[config.mk]
export PLATFORM = sky130hd
export DESIGN_NAME = waterfall_level_to_rgb_core_flat
export DESIGN_NICKNAME = d
export VERILOG_FILES = /design/src/hdl/wfc_pkg.sv /design/src/hdl/wfc_stream_if.sv /design/src/hdl/waterfall_level_to_rgb_core.sv /design/src/hdl/wfc_apb_regs.sv /design/src/hdl/wfc_divider.sv /design/src/hdl/wfc_colormap.sv /design/src/flat_wrapper.sv
export SDC_FILE = /design/constraint.sdc
export NUM_CORES = 2
export LEC_CHECK = 0
export ABC_AREA = 1
export BUFFER_PORTS_ARGS = -buffer_cell sky130_fd_sc_hd__buf_2
export CELL_PAD_IN_SITES_DETAIL_PLACEMENT = 1
export CELL_PAD_IN_SITES_GLOBAL_PLACEMENT = 2
export CORE_ASPECT_RATIO = 0.7
export CORE_MARGIN = 1.5
export CORE_UTILIZATION = 45
export DETAILED_ROUTE_END_ITERATION = 16
export GPL_TIMING_DRIVEN = 0
export PLACE_DENSITY_LB_ADDON = 0.1
export SLEW_MARGIN = 20
export SYNTH_ARGS = -nofsm -noshare
export SYNTH_HDL_FRONTEND = slang
export SYNTH_SLANG_ARGS = --single-unit
[constraint.sdc]
create_clock -name clk -period 18 [get_ports clk]
set_input_delay 0 -clock clk [delete_from_list [all_inputs] [get_ports clk]]
set_output_delay 0 -clock clk [all_outputs]
set_load 0.005 [all_outputs]
[src/hdl/wfc_pkg.sv]
// Shared types, widths and color-ramp functions for the waterfall colormap.
// No dependencies; every other file in hdl/ refers to it by scoped names.
`default_nettype none

package wfc_pkg;

  localparam int LVL_W     = 16;
  localparam int FRAC_W    = 16;
  localparam int QUO_W     = FRAC_W + 1;
  localparam int DIV_STEPS = QUO_W;
  localparam int COL_W     = 8;
  localparam int APB_DW    = 32;
  localparam int APB_AW    = 3;

  localparam logic [COL_W-1:0] COL_MAX = 8'hFF;
  localparam logic [COL_W-1:0] COL_MIN = 8'h00;

  typedef enum logic [1:0] {
    CLS_BLACK,
    CLS_YELLOW,
    CLS_INTERP
  } cls_t;

  typedef enum logic [2:0] {
    SEG_TO_BLUE,
    SEG_TO_CYAN,
    SEG_TO_GREEN,
    SEG_TO_YELLOW,
    SEG_TO_RED,
    SEG_TO_MAGENTA,
    SEG_TO_WHITE
  } seg_t;

  typedef enum logic {
    REG_LOW_LEVEL,
    REG_HIGH_LEVEL
  } reg_idx_t;

  typedef struct packed {
    cls_t              cls;
    logic [FRAC_W-1:0] rem;
    logic [FRAC_W-1:0] dvs;
    logic              nbit;
    logic [QUO_W-1:0]  quo;
  } div_stage_t;

  typedef struct packed {
    cls_t             cls;
    logic [QUO_W-1:0] quo;
  } frac_t;

  typedef struct packed {
    cls_t             cls;
    seg_t             seg;
    logic [QUO_W-1:0] loc;
  } seg_pos_t;

  // floor(loc * 255 / 2^16)
  function automatic logic [COL_W-1:0] ramp_up(input logic [QUO_W-1:0] loc);
    logic [QUO_W+COL_W-1:0] p;
    p = {loc, 8'd0} - {8'd0, loc};
    return p[FRAC_W+COL_W-1:FRAC_W];
  endfunction

  function automatic logic [COL_W-1:0] ramp_down(input logic [QUO_W-1:0] loc);
    logic [QUO_W-1:0] inv;
    inv = 17'd65536 - loc;
    return ramp_up(inv);
  endfunction

  // floor(255 * (2^18 - loc) / 2^18)
  function automatic logic [COL_W-1:0] white_red(input logic [QUO_W-1:0] loc);
    logic [18:0] m;
    logic [26:0] p;
    m = 19'd262144 - {2'b00, loc};
    p = {m, 8'd0} - {8'd0, m};
    return p[25:18];
  endfunction

  // floor(loc * 255 / 2^17)
  function automatic logic [COL_W-1:0] white_green(input logic [QUO_W-1:0] loc);
    logic [QUO_W+COL_W-1:0] p;
    p = {loc, 8'd0} - {8'd0, loc};
    return p[24:17];
  endfunction

endpackage

`default_nettype wire

[src/hdl/wfc_stream_if.sv]
// Valid/ready stream interfaces for level items in and pixel items out.
// Depends on wfc_pkg for field widths.
`default_nettype none

interface wfc_level_if;
  logic                                valid;
  logic                                ready;
  logic signed [wfc_pkg::LVL_W-1:0]    level;

  modport source (output valid, output level, input ready);
  modport sink   (input valid, input level, output ready);
endinterface

interface wfc_pixel_if;
  logic                       valid;
  logic                       ready;
  logic [wfc_pkg::COL_W-1:0]  red;
  logic [wfc_pkg::COL_W-1:0]  green;
  logic [wfc_pkg::COL_W-1:0]  blue;

  modport source (output valid, output red, output green, output blue, input ready);
  modport sink   (input valid, input red, input green, input blue, output ready);
endinterface

`default_nettype wire

[src/hdl/waterfall_level_to_rgb_core.sv]
// Waterfall colormap: one signed Q12.4 level item in, one RGB pixel item out.
// Accepts one item per cycle; an item passes an entry stage, a 17-stage
// one-bit-per-stage divider for the position between the thresholds, a segment
// stage and an output register. Input ready drops only while the output skid holds
// an item, so a stalled output costs no accepted item. Thresholds come from an
// APB port (low_level at 0x0, high_level at 0x4) and may be written when idle.
// Depends on wfc_pkg, wfc_stream_if, wfc_apb_regs, wfc_divider, wfc_colormap.
`default_nettype none

module waterfall_level_to_rgb_core (
  input  wire logic                        clk,
  input  wire logic                        rst_n,
  wfc_level_if.sink                        in_if,
  wfc_pixel_if.source                      out_if,
  input  wire logic                        psel,
  input  wire logic                        penable,
  input  wire logic                        pwrite,
  input  wire logic [wfc_pkg::APB_AW-1:0]  paddr,
  input  wire logic [wfc_pkg::APB_DW-1:0]  pwdata,
  output logic      [wfc_pkg::APB_DW-1:0]  prdata,
  output logic                             pready
);

  logic signed [wfc_pkg::LVL_W-1:0] low_level;
  logic signed [wfc_pkg::LVL_W-1:0] high_level;
  logic                             pipe_en;
  logic                             frac_valid;
  wfc_pkg::frac_t                   frac;

  wfc_apb_regs u_regs (
    .clk        (clk),
    .rst_n      (rst_n),
    .psel       (psel),
    .penable    (penable),
    .pwrite     (pwrite),
    .paddr      (paddr),
    .pwdata     (pwdata),
    .prdata     (prdata),
    .pready     (pready),
    .low_level  (low_level),
    .high_level (high_level)
  );

  wfc_divider u_div (
    .clk        (clk),
    .rst_n      (rst_n),
    .en         (pipe_en),
    .in_valid   (in_if.valid),
    .level      (in_if.level),
    .low_level  (low_level),
    .high_level (high_level),
    .out_valid  (frac_valid),
    .out_frac   (frac)
  );

  wfc_colormap u_cmap (
    .clk       (clk),
    .rst_n     (rst_n),
    .in_valid  (frac_valid),
    .in_frac   (frac),
    .pipe_en   (pipe_en),
    .out_valid (out_if.valid),
    .out_ready (out_if.ready),
    .red       (out_if.red),
    .green     (out_if.green),
    .blue      (out_if.blue)
  );

  assign in_if.ready = pipe_en;

  a_stall_has_output: assert property (@(posedge clk) disable iff (!rst_n)
    !pipe_en |-> out_if.valid)
    else $error("pipeline stalled with no output item pending");

  a_stall_cause: assert property (@(posedge clk) disable iff (!rst_n)
    $fell(pipe_en) |-> $past(out_if.valid && !out_if.ready))
    else $error("pipeline stall began without a blocked output");

  a_stall_short: assert property (@(posedge clk) disable iff (!rst_n)
    !pipe_en && out_if.ready |=> pipe_en)
    else $error("skid not drained after output accepted");

endmodule

`default_nettype wire

[src/hdl/wfc_apb_regs.sv]
// APB register file holding the low and high threshold levels.
// Depends on wfc_pkg.
`default_nettype none

module wfc_apb_regs (
  input  wire logic                             clk,
  input  wire logic                             rst_n,
  input  wire logic                             psel,
  input  wire logic                             penable,
  input  wire logic                             pwrite,
  input  wire logic [wfc_pkg::APB_AW-1:0]       paddr,
  input  wire logic [wfc_pkg::APB_DW-1:0]       pwdata,
  output logic      [wfc_pkg::APB_DW-1:0]       prdata,
  output logic                                  pready,
  output logic signed [wfc_pkg::LVL_W-1:0]      low_level,
  output logic signed [wfc_pkg::LVL_W-1:0]      high_level
);

  logic signed [wfc_pkg::LVL_W-1:0] low_r;
  logic signed [wfc_pkg::LVL_W-1:0] high_r;
  logic                             wr_en;
  wfc_pkg::reg_idx_t                idx;

  assign pready = 1'b1;
  assign wr_en  = psel & penable & pwrite;
  assign idx    = wfc_pkg::reg_idx_t'(paddr[2]);

  always_ff @(posedge clk) begin
    if (!rst_n) begin
      low_r  <= 16'sd480;
      high_r <= 16'sd1440;
    end else if (wr_en) begin
      case (idx)
        wfc_pkg::REG_LOW_LEVEL:  low_r  <= pwdata[wfc_pkg::LVL_W-1:0];
        wfc_pkg::REG_HIGH_LEVEL: high_r <= pwdata[wfc_pkg::LVL_W-1:0];
        default: ;
      endcase
    end
  end

  always_comb begin
    case (idx)
      wfc_pkg::REG_LOW_LEVEL:  prdata = {{(wfc_pkg::APB_DW-wfc_pkg::LVL_W){low_r[15]}}, low_r};
      wfc_pkg::REG_HIGH_LEVEL: prdata = {{(wfc_pkg::APB_DW-wfc_pkg::LVL_W){high_r[15]}}, high_r};
      default:                 prdata = '0;
    endcase
  end

  assign low_level  = low_r;
  assign high_level = high_r;

endmodule

`default_nettype wire

[src/hdl/wfc_divider.sv]
// Entry stage (classify, offset, range) and pipelined restoring divider
// giving the Q1.16 position of the level between the thresholds. Uses wfc_pkg.
`default_nettype none

module wfc_divider (
  input  wire logic                           clk,
  input  wire logic                           rst_n,
  input  wire logic                           en,
  input  wire logic                           in_valid,
  input  wire logic signed [wfc_pkg::LVL_W-1:0] level,
  input  wire logic signed [wfc_pkg::LVL_W-1:0] low_level,
  input  wire logic signed [wfc_pkg::LVL_W-1:0] high_level,
  output logic                                out_valid,
  output wfc_pkg::frac_t                      out_frac
);

  localparam int N = wfc_pkg::DIV_STEPS;

  function automatic wfc_pkg::div_stage_t mk_entry(
    input logic signed [wfc_pkg::LVL_W-1:0] lv,
    input logic signed [wfc_pkg::LVL_W-1:0] lo,
    input logic signed [wfc_pkg::LVL_W-1:0] hi
  );
    logic [wfc_pkg::LVL_W:0] off;
    logic [wfc_pkg::LVL_W:0] rng;
    wfc_pkg::div_stage_t     s;
    off = {lv[15], lv} - {lo[15], lo};
    rng = {hi[15], hi} - {lo[15], lo};
    if (lv < lo)
      s.cls = wfc_pkg::CLS_BLACK;
    else if (lv > hi)
      s.cls = wfc_pkg::CLS_YELLOW;
    else if (rng[wfc_pkg::FRAC_W-1:0] == '0)
      s.cls = wfc_pkg::CLS_BLACK;
    else
      s.cls = wfc_pkg::CLS_INTERP;
    s.rem  = {1'b0, off[wfc_pkg::FRAC_W-1:1]};
    s.nbit = off[0];
    s.dvs  = rng[wfc_pkg::FRAC_W-1:0];
    s.quo  = '0;
    return s;
  endfunction

  // one quotient bit: shift in the next dividend bit, compare, subtract
  function automatic wfc_pkg::div_stage_t div_step(input wfc_pkg::div_stage_t s);
    logic [wfc_pkg::FRAC_W:0]   t;
    logic [wfc_pkg::FRAC_W:0]   d;
    logic                       qb;
    wfc_pkg::div_stage_t        o;
    t  = {s.rem, s.nbit};
    d  = {1'b0, s.dvs};
    qb = (t >= d);
    o  = s;
    if (qb)
      o.rem = t[wfc_pkg::FRAC_W-1:0] - s.dvs;
    else
      o.rem = t[wfc_pkg::FRAC_W-1:0];
    o.nbit = 1'b0;
    o.quo  = {s.quo[wfc_pkg::QUO_W-2:0], qb};
    return o;
  endfunction

  logic [N:0]          vld_r;
  wfc_pkg::div_stage_t stg_r   [0:N];
  wfc_pkg::div_stage_t stg_nxt [0:N];

  assign stg_nxt[0] = mk_entry(level, low_level, high_level);

  for (genvar k = 1; k <= N; k++) begin : g_step
    assign stg_nxt[k] = div_step(stg_r[k-1]);
  end

  always_ff @(posedge clk) begin
    if (!rst_n) begin
      vld_r <= '0;
    end else if (en) begin
      vld_r <= {vld_r[N-1:0], in_valid};
    end
  end

  always_ff @(posedge clk) begin
    if (en) begin
      for (int k = 0; k <= N; k++) begin
        stg_r[k] <= stg_nxt[k];
      end
    end
  end

  assign out_valid    = vld_r[N];
  assign out_frac.cls = stg_r[N].cls;
  assign out_frac.quo = stg_r[N].quo;

endmodule

`default_nettype wire

[src/hdl/wfc_colormap.sv]
// Segment select stage, combinational color interpolation, output register and skid.
// Produces the pipeline enable for the upstream stages. Uses wfc_pkg.
`default_nettype none

module wfc_colormap (
  input  wire logic                      clk,
  input  wire logic                      rst_n,
  input  wire logic                      in_valid,
  input  wire wfc_pkg::frac_t            in_frac,
  output logic                           pipe_en,
  output logic                           out_valid,
  input  wire logic                      out_ready,
  output logic [wfc_pkg::COL_W-1:0]      red,
  output logic [wfc_pkg::COL_W-1:0]      green,
  output logic [wfc_pkg::COL_W-1:0]      blue
);

  localparam int CW = wfc_pkg::COL_W;

  logic              pos_valid_r;
  wfc_pkg::seg_pos_t pos_r;
  wfc_pkg::seg_pos_t pos_nxt;
  logic [19:0]       p9;
  logic [3:0]        ipart;

  logic [3*CW-1:0]   pix;
  logic [3*CW-1:0]   out_pix_r;
  logic [3*CW-1:0]   skid_pix_r;
  logic              out_valid_r;
  logic              skid_valid_r;

  assign pipe_en = ~skid_valid_r;

  assign p9    = {3'b000, in_frac.quo} + {in_frac.quo, 3'b000};
  assign ipart = p9[19:16];

  always_comb begin
    pos_nxt.cls = in_frac.cls;
    case (ipart)
      4'd0, 4'd1: begin
        pos_nxt.seg = wfc_pkg::SEG_TO_BLUE;
        pos_nxt.loc = {1'b0, ipart[0], p9[15:1]};
      end
      4'd2: begin
        pos_nxt.seg = wfc_pkg::SEG_TO_CYAN;
        pos_nxt.loc = {1'b0, p9[15:0]};
      end
      4'd3: begin
        pos_nxt.seg = wfc_pkg::SEG_TO_GREEN;
        pos_nxt.loc = {1'b0, p9[15:0]};
      end
      4'd4: begin
        pos_nxt.seg = wfc_pkg::SEG_TO_YELLOW;
        pos_nxt.loc = {1'b0, p9[15:0]};
      end
      4'd5, 4'd6: begin
        pos_nxt.seg = wfc_pkg::SEG_TO_RED;
        pos_nxt.loc = {1'b0, (ipart == 4'd6), p9[15:1]};
      end
      4'd7: begin
        pos_nxt.seg = wfc_pkg::SEG_TO_MAGENTA;
        pos_nxt.loc = {1'b0, p9[15:0]};
      end
      4'd8, 4'd9: begin
        pos_nxt.seg = wfc_pkg::SEG_TO_WHITE;
        pos_nxt.loc = {ipart[0], p9[15:0]};
      end
      default: begin
        pos_nxt.seg = wfc_pkg::SEG_TO_WHITE;
        pos_nxt.loc = '0;
      end
    endcase
  end

  always_ff @(posedge clk) begin
    if (!rst_n) begin
      pos_valid_r <= 1'b0;
    end else if (pipe_en) begin
      pos_valid_r <= in_valid;
    end
  end

  always_ff @(posedge clk) begin
    if (pipe_en) begin
      pos_r <= pos_nxt;
    end
  end

  always_comb begin
    case (pos_r.cls)
      wfc_pkg::CLS_BLACK:  pix = {wfc_pkg::COL_MIN, wfc_pkg::COL_MIN, wfc_pkg::COL_MIN};
      wfc_pkg::CLS_YELLOW: pix = {wfc_pkg::COL_MAX, wfc_pkg::COL_MAX, wfc_pkg::COL_MIN};
      wfc_pkg::CLS_INTERP: begin
        case (pos_r.seg)
          wfc_pkg::SEG_TO_BLUE:
            pix = {wfc_pkg::COL_MIN, wfc_pkg::COL_MIN, wfc_pkg::ramp_up(pos_r.loc)};
          wfc_pkg::SEG_TO_CYAN:
            pix = {wfc_pkg::COL_MIN, wfc_pkg::ramp_up(pos_r.loc), wfc_pkg::COL_MAX};
          wfc_pkg::SEG_TO_GREEN:
            pix = {wfc_pkg::COL_MIN, wfc_pkg::COL_MAX, wfc_pkg::ramp_down(pos_r.loc)};
          wfc_pkg::SEG_TO_YELLOW:
            pix = {wfc_pkg::ramp_up(pos_r.loc), wfc_pkg::COL_MAX, wfc_pkg::COL_MIN};
          wfc_pkg::SEG_TO_RED:
            pix = {wfc_pkg::COL_MAX, wfc_pkg::ramp_down(pos_r.loc), wfc_pkg::COL_MIN};
          wfc_pkg::SEG_TO_MAGENTA:
            pix = {wfc_pkg::COL_MAX, wfc_pkg::COL_MIN, wfc_pkg::ramp_up(pos_r.loc)};
          wfc_pkg::SEG_TO_WHITE:
            pix = {wfc_pkg::white_red(pos_r.loc), wfc_pkg::white_green(pos_r.loc),
                   wfc_pkg::COL_MAX};
          default:
            pix = {wfc_pkg::COL_MIN, wfc_pkg::COL_MIN, wfc_pkg::COL_MIN};
        endcase
      end
      default: pix = {wfc_pkg::COL_MIN, wfc_pkg::COL_MIN, wfc_pkg::COL_MIN};
    endcase
  end

  // output register; park an item in the skid when the output is stalled
  always_ff @(posedge clk) begin
    if (!rst_n) begin
      out_valid_r  <= 1'b0;
      skid_valid_r <= 1'b0;
    end else if (out_ready || !out_valid_r) begin
      out_valid_r  <= skid_valid_r | pos_valid_r;
      skid_valid_r <= 1'b0;
    end else if (pipe_en && pos_valid_r) begin
      skid_valid_r <= 1'b1;
    end
  end

  always_ff @(posedge clk) begin
    if (out_ready || !out_valid_r) begin
      out_pix_r <= skid_valid_r ? skid_pix_r : pix;
    end else if (pipe_en && pos_valid_r) begin
      skid_pix_r <= pix;
    end
  end

  assign out_valid = out_valid_r;
  assign red       = out_pix_r[3*CW-1:2*CW];
  assign green     = out_pix_r[2*CW-1:CW];
  assign blue      = out_pix_r[CW-1:0];

endmodule

`default_nettype wire

[src/flat_wrapper.sv]
// flat-port wrapper written by rule: the top's interface ports become plain ports
module waterfall_level_to_rgb_core_flat 
  (clk, rst_n, psel, penable, pwrite, paddr, pwdata, prdata, pready, in_if_valid, in_if_level, in_if_ready, out_if_valid, out_if_red, out_if_green, out_if_blue, out_if_ready);
  wfc_level_if in_if_i ();
  wfc_pixel_if out_if_i ();
  input  wire logic clk;
  input  wire logic rst_n;
  input  wire logic psel;
  input  wire logic penable;
  input  wire logic pwrite;
  input  wire logic [wfc_pkg::APB_AW-1:0] paddr;
  input  wire logic [wfc_pkg::APB_DW-1:0] pwdata;
  output logic      [wfc_pkg::APB_DW-1:0] prdata;
  output logic pready;
  input wire logic [$bits(in_if_i.valid)-1:0] in_if_valid;
  input wire logic [$bits(in_if_i.level)-1:0] in_if_level;
  output wire logic [$bits(in_if_i.ready)-1:0] in_if_ready;
  output wire logic [$bits(out_if_i.valid)-1:0] out_if_valid;
  output wire logic [$bits(out_if_i.red)-1:0] out_if_red;
  output wire logic [$bits(out_if_i.green)-1:0] out_if_green;
  output wire logic [$bits(out_if_i.blue)-1:0] out_if_blue;
  input wire logic [$bits(out_if_i.ready)-1:0] out_if_ready;
  assign in_if_i.valid = in_if_valid;
  assign in_if_i.level = in_if_level;
  assign in_if_ready = in_if_i.ready;
  assign out_if_valid = out_if_i.valid;
  assign out_if_red = out_if_i.red;
  assign out_if_green = out_if_i.green;
  assign out_if_blue = out_if_i.blue;
  assign out_if_i.ready = out_if_ready;
  waterfall_level_to_rgb_core u_core (.clk(clk), .rst_n(rst_n), .in_if(in_if_i), .out_if(out_if_i), .psel(psel), .penable(penable), .pwrite(pwrite), .paddr(paddr), .pwdata(pwdata), .prdata(prdata), .pready(pready));
endmodule
==> results.ini <==
[status]
status=completed

[worst_setup_path]
worstSetupEndpointType=flop
required_ns=18.44
start_kind=flop
path_max_fanout=7
cp.arrival_ns=4.29
crit_type=reg -> reg
r2r_slack_ns=14.15

[global_routing]
use_met3_pct=2.81
grt_pass1_wl_um=196000
grt_max_degree=109
grt_pass1_vias=34500
antenna_found_initial=0
grtUsageTotal_pct=23.3
grt-busiest-layer=met1
globalRouteMet1Util_pct=38.0
grt-ovfl-total=0
use_met2_pct=32.8

[die]
rows=98
dieArea_mm2=0.106
start_util_pct=45.6
die_w_um=389
dieHeight_um=273
core_mm2=0.103
io_pins=117

[clock_tree]
hold_buffers=52
cts_buffers=88
cts.path.max_buffers=3
cts_resized=0
htreeDepth=3
clkSinkCount=856
cts.reportedPaths.clkPinSlew_ns=0.07
postCtsSetupRepairBufs=0
insertion_delay_ns=0.68
cts_tree=done
clock-root-buffer=clkbuf_16

[yosys]
synth.avg_cell_area_um2=9.90
synth-seq-cells=856
netlist_instances=4731
ys_types=59
yosysTopAreaCellShare_pct=51.5
netlist_top_cells_area=edfxtp_1, ha_1, nand2_1
synth_edf_count=803
syn_area_mm2=0.0468
yosysTopAreaCell=edfxtp_1
syn-num-nets=5157
async_flop_share_pct=0
ys_seq_area_share_pct=53.8
ys_warn_count=0
ys.flop_type=edfxtp_1

[placed_design]
dpl.hpwl_um=94400
port_buffers=97
place.gp.congestion=0.851

[final_layout]
finish.utilization_pct=51.5
seq_area_mm2=0.0252
layout-drive-gt1-share_pct=7.95
finalNetCount=5406
multi_input_area_mm2=0.0190
area_delta_synth_final_pct=12.8
final_cell_mix=nand2_1, edfxtp_1, inv_1
fillCellCount=11500
final_common_cell=nand2_1

[route]
wirelength_um=124000
num_vias=34100
post-route-drc-count=0
drt-initial-drc-count=2200
drtPass1Iterations=5
viasPerCell=5.32
drtAntennaViolNets=0
routedWlPerCell_um=19.3

[pwr]
net-switching-power_mw=4.54
power_density_mw_per_mm2=202
p_comb_share_pct=48.1
internal_power_mw=6.14
leakage_nw=22.7
ir_drop_uv=103
seqPwrFrac_pct=33.6
p_clk_share_pct=18.3
switching_share_pct=42.5

[run]
cap_violations=0

[sta]
finalSetupViolations=0
rsz0062_at_grt=no
finalHoldViolCount=0
worst_pin_slew_ns=0.922
slew_viol_final=0
slew_headroom_pct=38.4
hold_slack_ns=0.0788
fin_skew_ns=0.0236
min_period_ns=3.85
fin_crit_sh_pct=21.4
fmax_ghz=0.260
fin_tns_setup_ns=0

[worst_hold_path]
hold_class=in -> reg

-- area by class of cell --
class                           count  area share, %
Tap cell                         1350           3.20
Antenna cell                        2        0.00947
Clock inverter                     60           1.38
Buffer                             86          0.883
Inverter                          592           4.21
Sequential cell                   856           47.6
Clock buffer                      104           4.40
Timing Repair Buffer              159           2.35
Multi-Input combinational cell   3197           35.9
-- stage by stage --
stage / setup slack (ns) / area [um^2] / cells / power, mW
after global placement: 4.32 / 49000 / 6178 / 8.49
after global routing: 13.88 / 52800 / 6404 / 11.5
after floorplan: 8.12 / 46800 / 4731 / 7.11
after CTS: 14.19 / 52800 / 6404 / 10.7
final: 14.15 / 52800 / 6406 / 10.7
after detailed placement: 14.21 / 49200 / 6188 / 8.67
-- cell families after synthesis --
| logic type | share of synthesized area, % |
|---|---|
| AOI/OAI and AO/OA | 10.6 |
| xor gates and xnor gates | 4.82 |
| adders and majority gates | 10.1 |
| buffers and inverters | 5.72 |
| DFF | 53.8 |
| other | 0.00801 |
| and+or+nand+nor | 15.0 |
-- power by group through the flow --
stage / Combinational [mW] / Sequential, mW / Clock, mW
detailed placement: 5.04 / 3.62 / 0
floorplan: 3.71 / 3.41 / 0
global route: 5.77 / 3.66 / 2.07
CTS: 5.10 / 3.59 / 2.01
global placement: 4.89 / 3.60 / 0
finish: 5.14 / 3.58 / 1.96
-- cells in the mapped netlist, types with 25 or more instances --
master,n
nand2_1,1010
edfxtp_1,803
inv_1,573
o21ai_0,392
a21oi_1,366
ha_1,349
nor2_1,292
nand3_1,188
xnor2_1,127
xor2_1,127
dfxtp_1,53
clkbuf_1,38
o21ai_1,36
nor3_1,34
nand4_1,33
nand2_2,27
buf_2,26
a21o_1,25
-- path summary, 6_finish.rpt --
kind | end | cells after the start | from
worst min-delay path | u_core.u_cmap.skid_valid_r | 4 | out_if_ready
worst min register to register | u_core.u_div.stg_r[16][5] | 0 | u_core.u_div.stg_r[15][4]
worst max register to register | u_core.u_cmap.out_pix_r[18] | 21 | u_core.u_cmap.pos_r[0]
worst max-delay path | u_core.u_cmap.out_pix_r[18] | 21 | u_core.u_cmap.pos_r[0]
-- state kept, by name (all words and copies together) (netlist names) --
name / count
u_core.u_cmap.skid_pix_r: 24
u_core.u_div.vld_r: 18
u_core.u_cmap.pos_valid_r: 1
u_core.u_div.stg_r: 733
u_core.u_cmap.out_pix_r: 24
u_core.u_cmap.pos_r: 22
u_core.u_cmap.skid_valid_r: 1
u_core.u_cmap.out_valid: 1
u_core.u_regs.low_level: 16
u_core.u_regs.high_level: 16
-- layer usage --
metal,wire (um),up-vias
li1,-,16800
met1,67600,16600
met2,49500,514
met3,4590,129
met4,1920,0
met5,0,-
-- worst max-delay path: stages, from the launching register on --
cell and delay [ns]:
edfxtp_1 0.50, inv_2 0.21, ha_1 0.33, nand2_2 0.16
nor2_4 0.25, nand2_2 0.11, nor3_1 0.17, nand2_1 0.13
ha_1 0.31, inv_1 0.09, nor2_1 0.19, nand3_1 0.18
nor2_1 0.18, nand3_1 0.11, nand3_1 0.10, nand2_1 0.05
nand3_1 0.17, nand2_1 0.11, nand2_1 0.07, nand2_1 0.07
nand2_1 0.07, nand2_1 0.04
Note: power is estimated with default switching activity, not from simulation.
